File: src/hdl/smvm_pkg.sv
// ----------------------------------------------------------------------------
// smvm_pkg
// shared types and constants of the symmetric matrix-vector multiply block
// ----------------------------------------------------------------------------
package smvm_pkg;

    localparam int DATA_W        = 32;
    localparam int Q_FRAC        = 16;
    localparam int MAX_ORDER_DEF = 16;
    localparam int SIZE_W        = 5;
    localparam int FIELD_W       = 4;
    localparam logic signed [DATA_W-1:0] ONE = 32'sh0001_0000;

    typedef enum logic [1:0] {
        ACT_MAT     = 2'd0,
        ACT_X       = 2'd1,
        ACT_Y       = 2'd2,
        ACT_COMPUTE = 2'd3
    } action_t;

    typedef enum logic [1:0] {
        CFG_SIZE  = 2'd0,
        CFG_UPPER = 2'd1,
        CFG_ALPHA = 2'd2,
        CFG_BETA  = 2'd3
    } cfg_idx_t;

    // control that travels with a row through the chain
    typedef struct packed {
        logic valid;
        logic last;
    } tok_t;

endpackage

File: src/hdl/smvm_cell.sv
// ----------------------------------------------------------------------------
// smvm_cell
// one column of the chain: holds x[j], column j and row j of the matrix
// ----------------------------------------------------------------------------
module smvm_cell
    import smvm_pkg::*;
#(
    parameter int MAX_ORDER = MAX_ORDER_DEF,
    parameter int IDX       = 0,
    parameter int DOT_W     = 53
)
(
    input  logic                              clk,
    input  logic                              rst_n,
    input  logic                              adv,
    input  logic                              use_upper,
    input  logic [$clog2(MAX_ORDER+1)-1:0]    n_cur,
    // load port
    input  logic                              ld_mat,
    input  logic                              ld_x,
    input  logic [((MAX_ORDER > 1) ? $clog2(MAX_ORDER) : 1)-1:0] ld_row,
    input  logic [((MAX_ORDER > 1) ? $clog2(MAX_ORDER) : 1)-1:0] ld_col,
    input  logic signed [DATA_W-1:0]          ld_value,
    // chain in
    input  tok_t                              in_tok,
    input  logic [((MAX_ORDER > 1) ? $clog2(MAX_ORDER) : 1)-1:0] in_row,
    input  logic signed [DOT_W-1:0]           in_sum,
    // chain out
    output tok_t                              out_tok,
    output logic [((MAX_ORDER > 1) ? $clog2(MAX_ORDER) : 1)-1:0] out_row,
    output logic signed [DOT_W-1:0]           out_sum
);

    localparam int ADDR_W = (MAX_ORDER > 1) ? $clog2(MAX_ORDER) : 1;
    localparam int PROD_W = 2 * DATA_W;
    localparam int TERM_W = PROD_W - Q_FRAC;

    logic signed [DATA_W-1:0] colmem [MAX_ORDER];
    logic signed [DATA_W-1:0] rowmem [MAX_ORDER];
    logic signed [DATA_W-1:0] x_reg;

    logic signed [DATA_W-1:0] col_rd_reg, row_rd_reg;
    logic                     swap_reg;
    tok_t                     s1_tok_reg, s2_tok_reg, s3_tok_reg;
    logic [ADDR_W-1:0]        s1_row_reg, s2_row_reg, s3_row_reg;
    logic signed [DOT_W-1:0]  s1_sum_reg, s2_sum_reg, s3_sum_reg;
    logic signed [PROD_W-1:0] prod_reg;

    logic                     swap;
    logic                     active;
    logic signed [DATA_W-1:0] entry;
    logic signed [DOT_W-1:0]  term;

    // mirrored entry lives in this cell's row copy
    assign swap   = use_upper ? (int'(in_row) > IDX) : (int'(in_row) < IDX);
    assign active = int'(n_cur) > IDX;
    assign entry  = swap_reg ? row_rd_reg : col_rd_reg;
    assign term   = active ? {{(DOT_W-TERM_W){prod_reg[PROD_W-1]}}, prod_reg[PROD_W-1:Q_FRAC]}
                           : '0;

    always_ff @(posedge clk)
    begin
        if (ld_mat && (int'(ld_col) == IDX))
        begin
            colmem[ld_row] <= ld_value;
        end
        if (ld_mat && (int'(ld_row) == IDX))
        begin
            rowmem[ld_col] <= ld_value;
        end
        if (ld_x && (int'(ld_row) == IDX))
        begin
            x_reg <= ld_value;
        end
    end

    always_ff @(posedge clk)
    begin
        if (adv)
        begin
            col_rd_reg <= colmem[in_row];
            row_rd_reg <= rowmem[in_row];
            swap_reg   <= swap;
            s1_row_reg <= in_row;
            s1_sum_reg <= in_sum;
            prod_reg   <= entry * x_reg;
            s2_row_reg <= s1_row_reg;
            s2_sum_reg <= s1_sum_reg;
            s3_row_reg <= s2_row_reg;
            s3_sum_reg <= s2_sum_reg + term;
        end
    end

    always_ff @(posedge clk or negedge rst_n)
    begin
        if (!rst_n)
        begin
            s1_tok_reg <= '0;
            s2_tok_reg <= '0;
            s3_tok_reg <= '0;
        end
        else if (adv)
        begin
            s1_tok_reg <= in_tok;
            s2_tok_reg <= s1_tok_reg;
            s3_tok_reg <= s2_tok_reg;
        end
    end

    assign out_tok = s3_tok_reg;
    assign out_row = s3_row_reg;
    assign out_sum = s3_sum_reg;

endmodule

File: config.mk
export PLATFORM = sky130hd
export DESIGN_NAME = smvm_cell
export DESIGN_NICKNAME = d
export VERILOG_FILES = /design/src/hdl/smvm_pkg.sv /design/src/hdl/smvm_cell.sv
export SDC_FILE = /design/constraint.sdc
export NUM_CORES = 2
export LEC_CHECK = 0
export BUFFER_PORTS_ARGS = -buffer_cell sky130_fd_sc_hd__buf_2
export CAP_MARGIN = 20
export CORE_ASPECT_RATIO = 1.1
export CORE_MARGIN = 5
export CORE_UTILIZATION = 60
export CTS_BUF_LIST = sky130_fd_sc_hd__clkbuf_2
export DETAILED_ROUTE_END_ITERATION = 8
export PLACE_DENSITY = 0.87
export REMOVE_ABC_BUFFERS = 1
export SETUP_SLACK_MARGIN = 0.05
export SLEW_MARGIN = 10
export SYNTH_ARGS = -nofsm -noshare
export SYNTH_HDL_FRONTEND = slang
export SYNTH_SLANG_ARGS = --single-unit
File: constraint.sdc
create_clock -name clk -period 20.9 [get_ports clk]
set_input_delay 1.045 -clock clk [delete_from_list [all_inputs] [get_ports clk]]
set_output_delay 1.045 -clock clk [all_outputs]
set_load 0.005 [all_outputs]
Word-level counts from Yosys, hierarchy flattened
Memory sizes are Yosys's and may differ from the RTL's. A register that Yosys moved wholly into a read port is not among the register bits. Index checks and enable logic that the tools add are counted.

Order comparisons: 2. Reductions and logical operators: 5. Muxes and demuxes: 6. $add $sub $neg: 1. Multipliers: 1.

Operators by type and width (number): multiplier 32 x 32 -> 64 bit (1); adder 53 bit (1); 2-to-1 mux 53 bit (1); 2-to-1 mux 32 bit (1); zero test 4 bit (2); > comparator 5 x 1 -> 1 bit, second input constant (1); > comparator 4 x 1 -> 1 bit, second input constant (1); 2-to-1 mux 1 bit (4); logical AND 1 bit (3).

Register bits: 274. Word-level logic and storage cells: 32. Input bits: 110. Memories: 2. RAM bits: 1024. Output and inout bits: 59.

Memories: colmem (depth 16, width 32, read ports 1, clocked after Yosys merged registers in 1, wr ports 1, RTL line smvm_cell.sv:38) `logic signed [DATA_W-1:0] colmem [MAX_ORDER];`; rowmem (depth 16, width 32, read ports 1, clocked after Yosys merged registers in 1, wr ports 1, RTL line smvm_cell.sv:39) `logic signed [DATA_W-1:0] rowmem [MAX_ORDER];`.

Longest topological paths before layout
Depth in word-level cells: 4. Gate-level depth with buffers: 31. Gate-level depth less buffers: 27.

Least setup slack after synthesis
OpenSTA, ideal clock, no wires.

Path kind: register to register. Start point: register swap_reg. End point: register prod_reg[63] (data pin). Library setup time: 260 ps. Buffers on the path: 4. Data required time: 20640 ps. Setup slack: 11938 ps. Clock period less this slack: 8962 ps. Data arrival time: 8702 ps. Stages on the path, launching flop included: 30. Cell sequence: edfxtp_1 clkbuf_1 clkbuf_1 mux2_2 clkbuf_1 nand2_1 inv_1 fa_1 fa_1 fa_1 fa_1 inv_1 fa_1 inv_1 fa_1 inv_1 fa_1 inv_1 fa_1 ha_1 clkbuf_1 a21o_1 a21o_1 a21o_1 a21o_1 a21oi_1 o211ai_1 a31oi_1 o21ai_0 xnor2_1.

Longest elaborated chain between the ends: 2.

RTL lines: start, declared (RTL line smvm_cell.sv:43) `logic swap_reg;`; start signal, assigned (RTL line smvm_cell.sv:83) `swap_reg <= swap;`; 2-to-1 mux 32 bit (RTL line smvm_cell.sv:57) `assign entry = swap_reg ? row_rd_reg : col_rd_reg;`; multiplier 32 x 32 -> 64 bit (RTL line smvm_cell.sv:86) `prod_reg <= entry * x_reg;`; end signal, assigned (RTL line smvm_cell.sv:86); end, declared (RTL line smvm_cell.sv:47) `logic signed [PROD_W-1:0] prod_reg;`.

Every way passes these cells. A chain may end at the register's enable or synchronous reset.

Worst setup path after layout
Same ends and word-level chain as after synthesis.

==> impl_metrics.toml <==
[floorplan]
die_w_um = 373.8
io_pins = 169
fp-row-count = 146
fp.dieArea_um2 = 153400
start_util = 0.6054
core_area_um2 = 144300
die_h_um = 410.2

[timing]
rsz0062_at_grt = "false"
slew_headroom = 0.1948
finalSetupViolCount = 0
fmax_mhz = 98.10
maxSlewViolCount = 0
tightest_slew_ns = 1.208
tns_ns = 0
skew_ns = 0.2441
period_minus_slack_ns = 10.19
period_share = 0.4878
hold_viol = 0

[synthesis]
yosysTopAreaCell = "edfxtp_1"
synth_ff_type = "edfxtp_1"
ys_seq_elements = 1346
synth_commonest_cells = "edfxtp_1, fa_1, inv_1, nand2_1, and2_1"
yosys_warnings = 0
yosysSeqAreaShare = 0.4623
synth_top_cells_by_area = "edfxtp_1, fa_1, mux4_2"
synthCells = 6089
ys_types = 72
syn_area_um2 = 87370
synth_top_area_frac = 0.4606
ys_async_sr_fraction = 0.004458
avgSynthCellArea_um2 = 14.35
synth_edf_count = 1340
synth.most_common_cell = "edfxtp_1"

[global_routing]
antenna_found_initial = 17
grt_pass1_vias = 59552
grt_max_degree = 181
globalRouteOverflowTotal = 0
grt_pass1_wl_um = 356200
grt_use_total = 0.3111

[routing]
wire_per_inst_um = 26.92
dr.pass1.iters = 6
drt_first_iter_violations = 6504
highest_layer = "met5"
wl_met1_um = 76600
antenna_left = 0
vias = 54065
via_per_inst = 6.210
wl_met3_um = 28900
drc = 0
met2_length_um = 113800
detail_route.wirelength_um = 234300

[clocking]
cts.sinks = 1346
postCtsHoldBufs = 166
ctsHtreeMaxLevel = 5
postCtsSetupRepairBufs = 0
cts_buffers = 327
clk_path_buf_depth = 4
clk_pin_slew_ns = 0.12
cts_tree = "built"
clock_latency_ns = 1.83
cts_root_buf = "clkbuf_2"
cts_resized = 0

[min_path]
hp-class = "in2reg"

[finish]
area_growth_pct = 8.707
multi_input_area_um2 = 42390
final-instance-count-excl-fill = 8706
utilization = 0.6581
biggestRegsByFlops = "colmem (512), rowmem (512)"
register_area_um2 = 40390
drive_above_1_share = 0.1729
final_nets = 7963
fillers = 9566

[setup_path]
cp-start-kind = "flip-flop"
crit_path_end_kind = "flip-flop"
cpMostUsedCell = "fa_1"
cp_slowest_cell = "fa_1"
critPathArrivalTime_ns = 11.57
cp.required_ns = 22.27
crit_fanout = 32
regToRegSetupSlack_ns = 10.71
worstSetupPathType = "reg2reg"
max_stage_delay_ns = 1.10

[placement]
hpwl_um = 143000
portBuffers = 168
gp_congestion = 0.9133
dp.cells = 7965

[run_status]
status = "finished clean"

[run]
drv_cap = 0
logic make-up after synthesis:
group	share of synthesized area
AOI/OAI and AO/OA	0.02546
buffers and inverters	0.05516
DFF	0.4623
xor gates and xnor gates	0.01043
adders and majority gates	0.2811
and+or+nand+nor	0.07815
muxes	0.08738
path summary, 6_finish.rpt:
| path | startpoint | endpoint | cells after the start |
|---|---|---|---|
| max in group asynchronous | rst_n | out_tok[0]$_DFFE_PN0P_ | 3 |
| setup / recovery | swap_reg$_SDFFCE_PN0P_ | prod_reg[63]$_DFFE_PP_ | 25 |
| min in group asynchronous | rst_n | s1_tok_reg[1]$_DFFE_PN0P_ | 3 |
| hold reg to reg | s1_row_reg[0]$_DFFE_PP_ | s2_row_reg[0]$_DFFE_PP_ | 0 |
| hold / removal | n_cur[3] | out_sum[0]$_DFFE_PP_ | 5 |
| setup reg to reg | swap_reg$_SDFFCE_PN0P_ | prod_reg[63]$_DFFE_PP_ | 25 |
worst max-delay path, delay by kind of cell (launching register included):
kind                     cells  cell delay (ns)
flip-flops                   1             0.69
AND/OR/NAND/NOR              4             1.05
buffers and inverters        6             1.19
adder cells (fa/ha/maj)      9             5.46
AO/OA/AOI/OAI                4             0.65
XOR/XNOR                     1             0.10
multiplexers                 1             0.64
layout by cell type, fill, tap and decap left out, drive strengths merged, types with 72 or more instances in the layout:
cell type,count
edfxtp,1340
fa,1082
inv,996
nand2,539
and2,514
clkbuf,476
mux4,320
buf,249
ha,232
dlygate4sd3,166
nor2,105
a21oi,91
xnor2,72
layer usage:
metal / up-vias / GRT usage
li1: 21470 / -
met1: 27032 / 0.3720
met2: 4382 / 0.5118
met3: 1171 / 0.09134
met4: 10 / 0.1723
met5: - / 0.002201
stage by stage:
step	hold WS (ns)	area, um^2	setup slack (ns)
after floorplan	0.4003	86260	12.14
after global placement	0.4011	90400	11.23
after detailed placement	0.4045	90400	10.92
after CTS	0.04914	94880	10.83
after global routing	0.1207	94970	10.30
final	0.2279	94980	10.71
final cells by class:
class,instances,area share
Multi-Input combinational cell,3460,0.4463
Tap cell,1924,0.02535
Antenna cell,14,0.0003689
Clock buffer,476,0.02508
Timing Repair Buffer,415,0.03388
Inverter,989,0.03909
Sequential cell,1346,0.4252
Clock inverter,82,0.004663
Power is left out: the tool's default activity adds up to more than one toggle a clock period on the data nets, which glitch-free logic cannot reach.
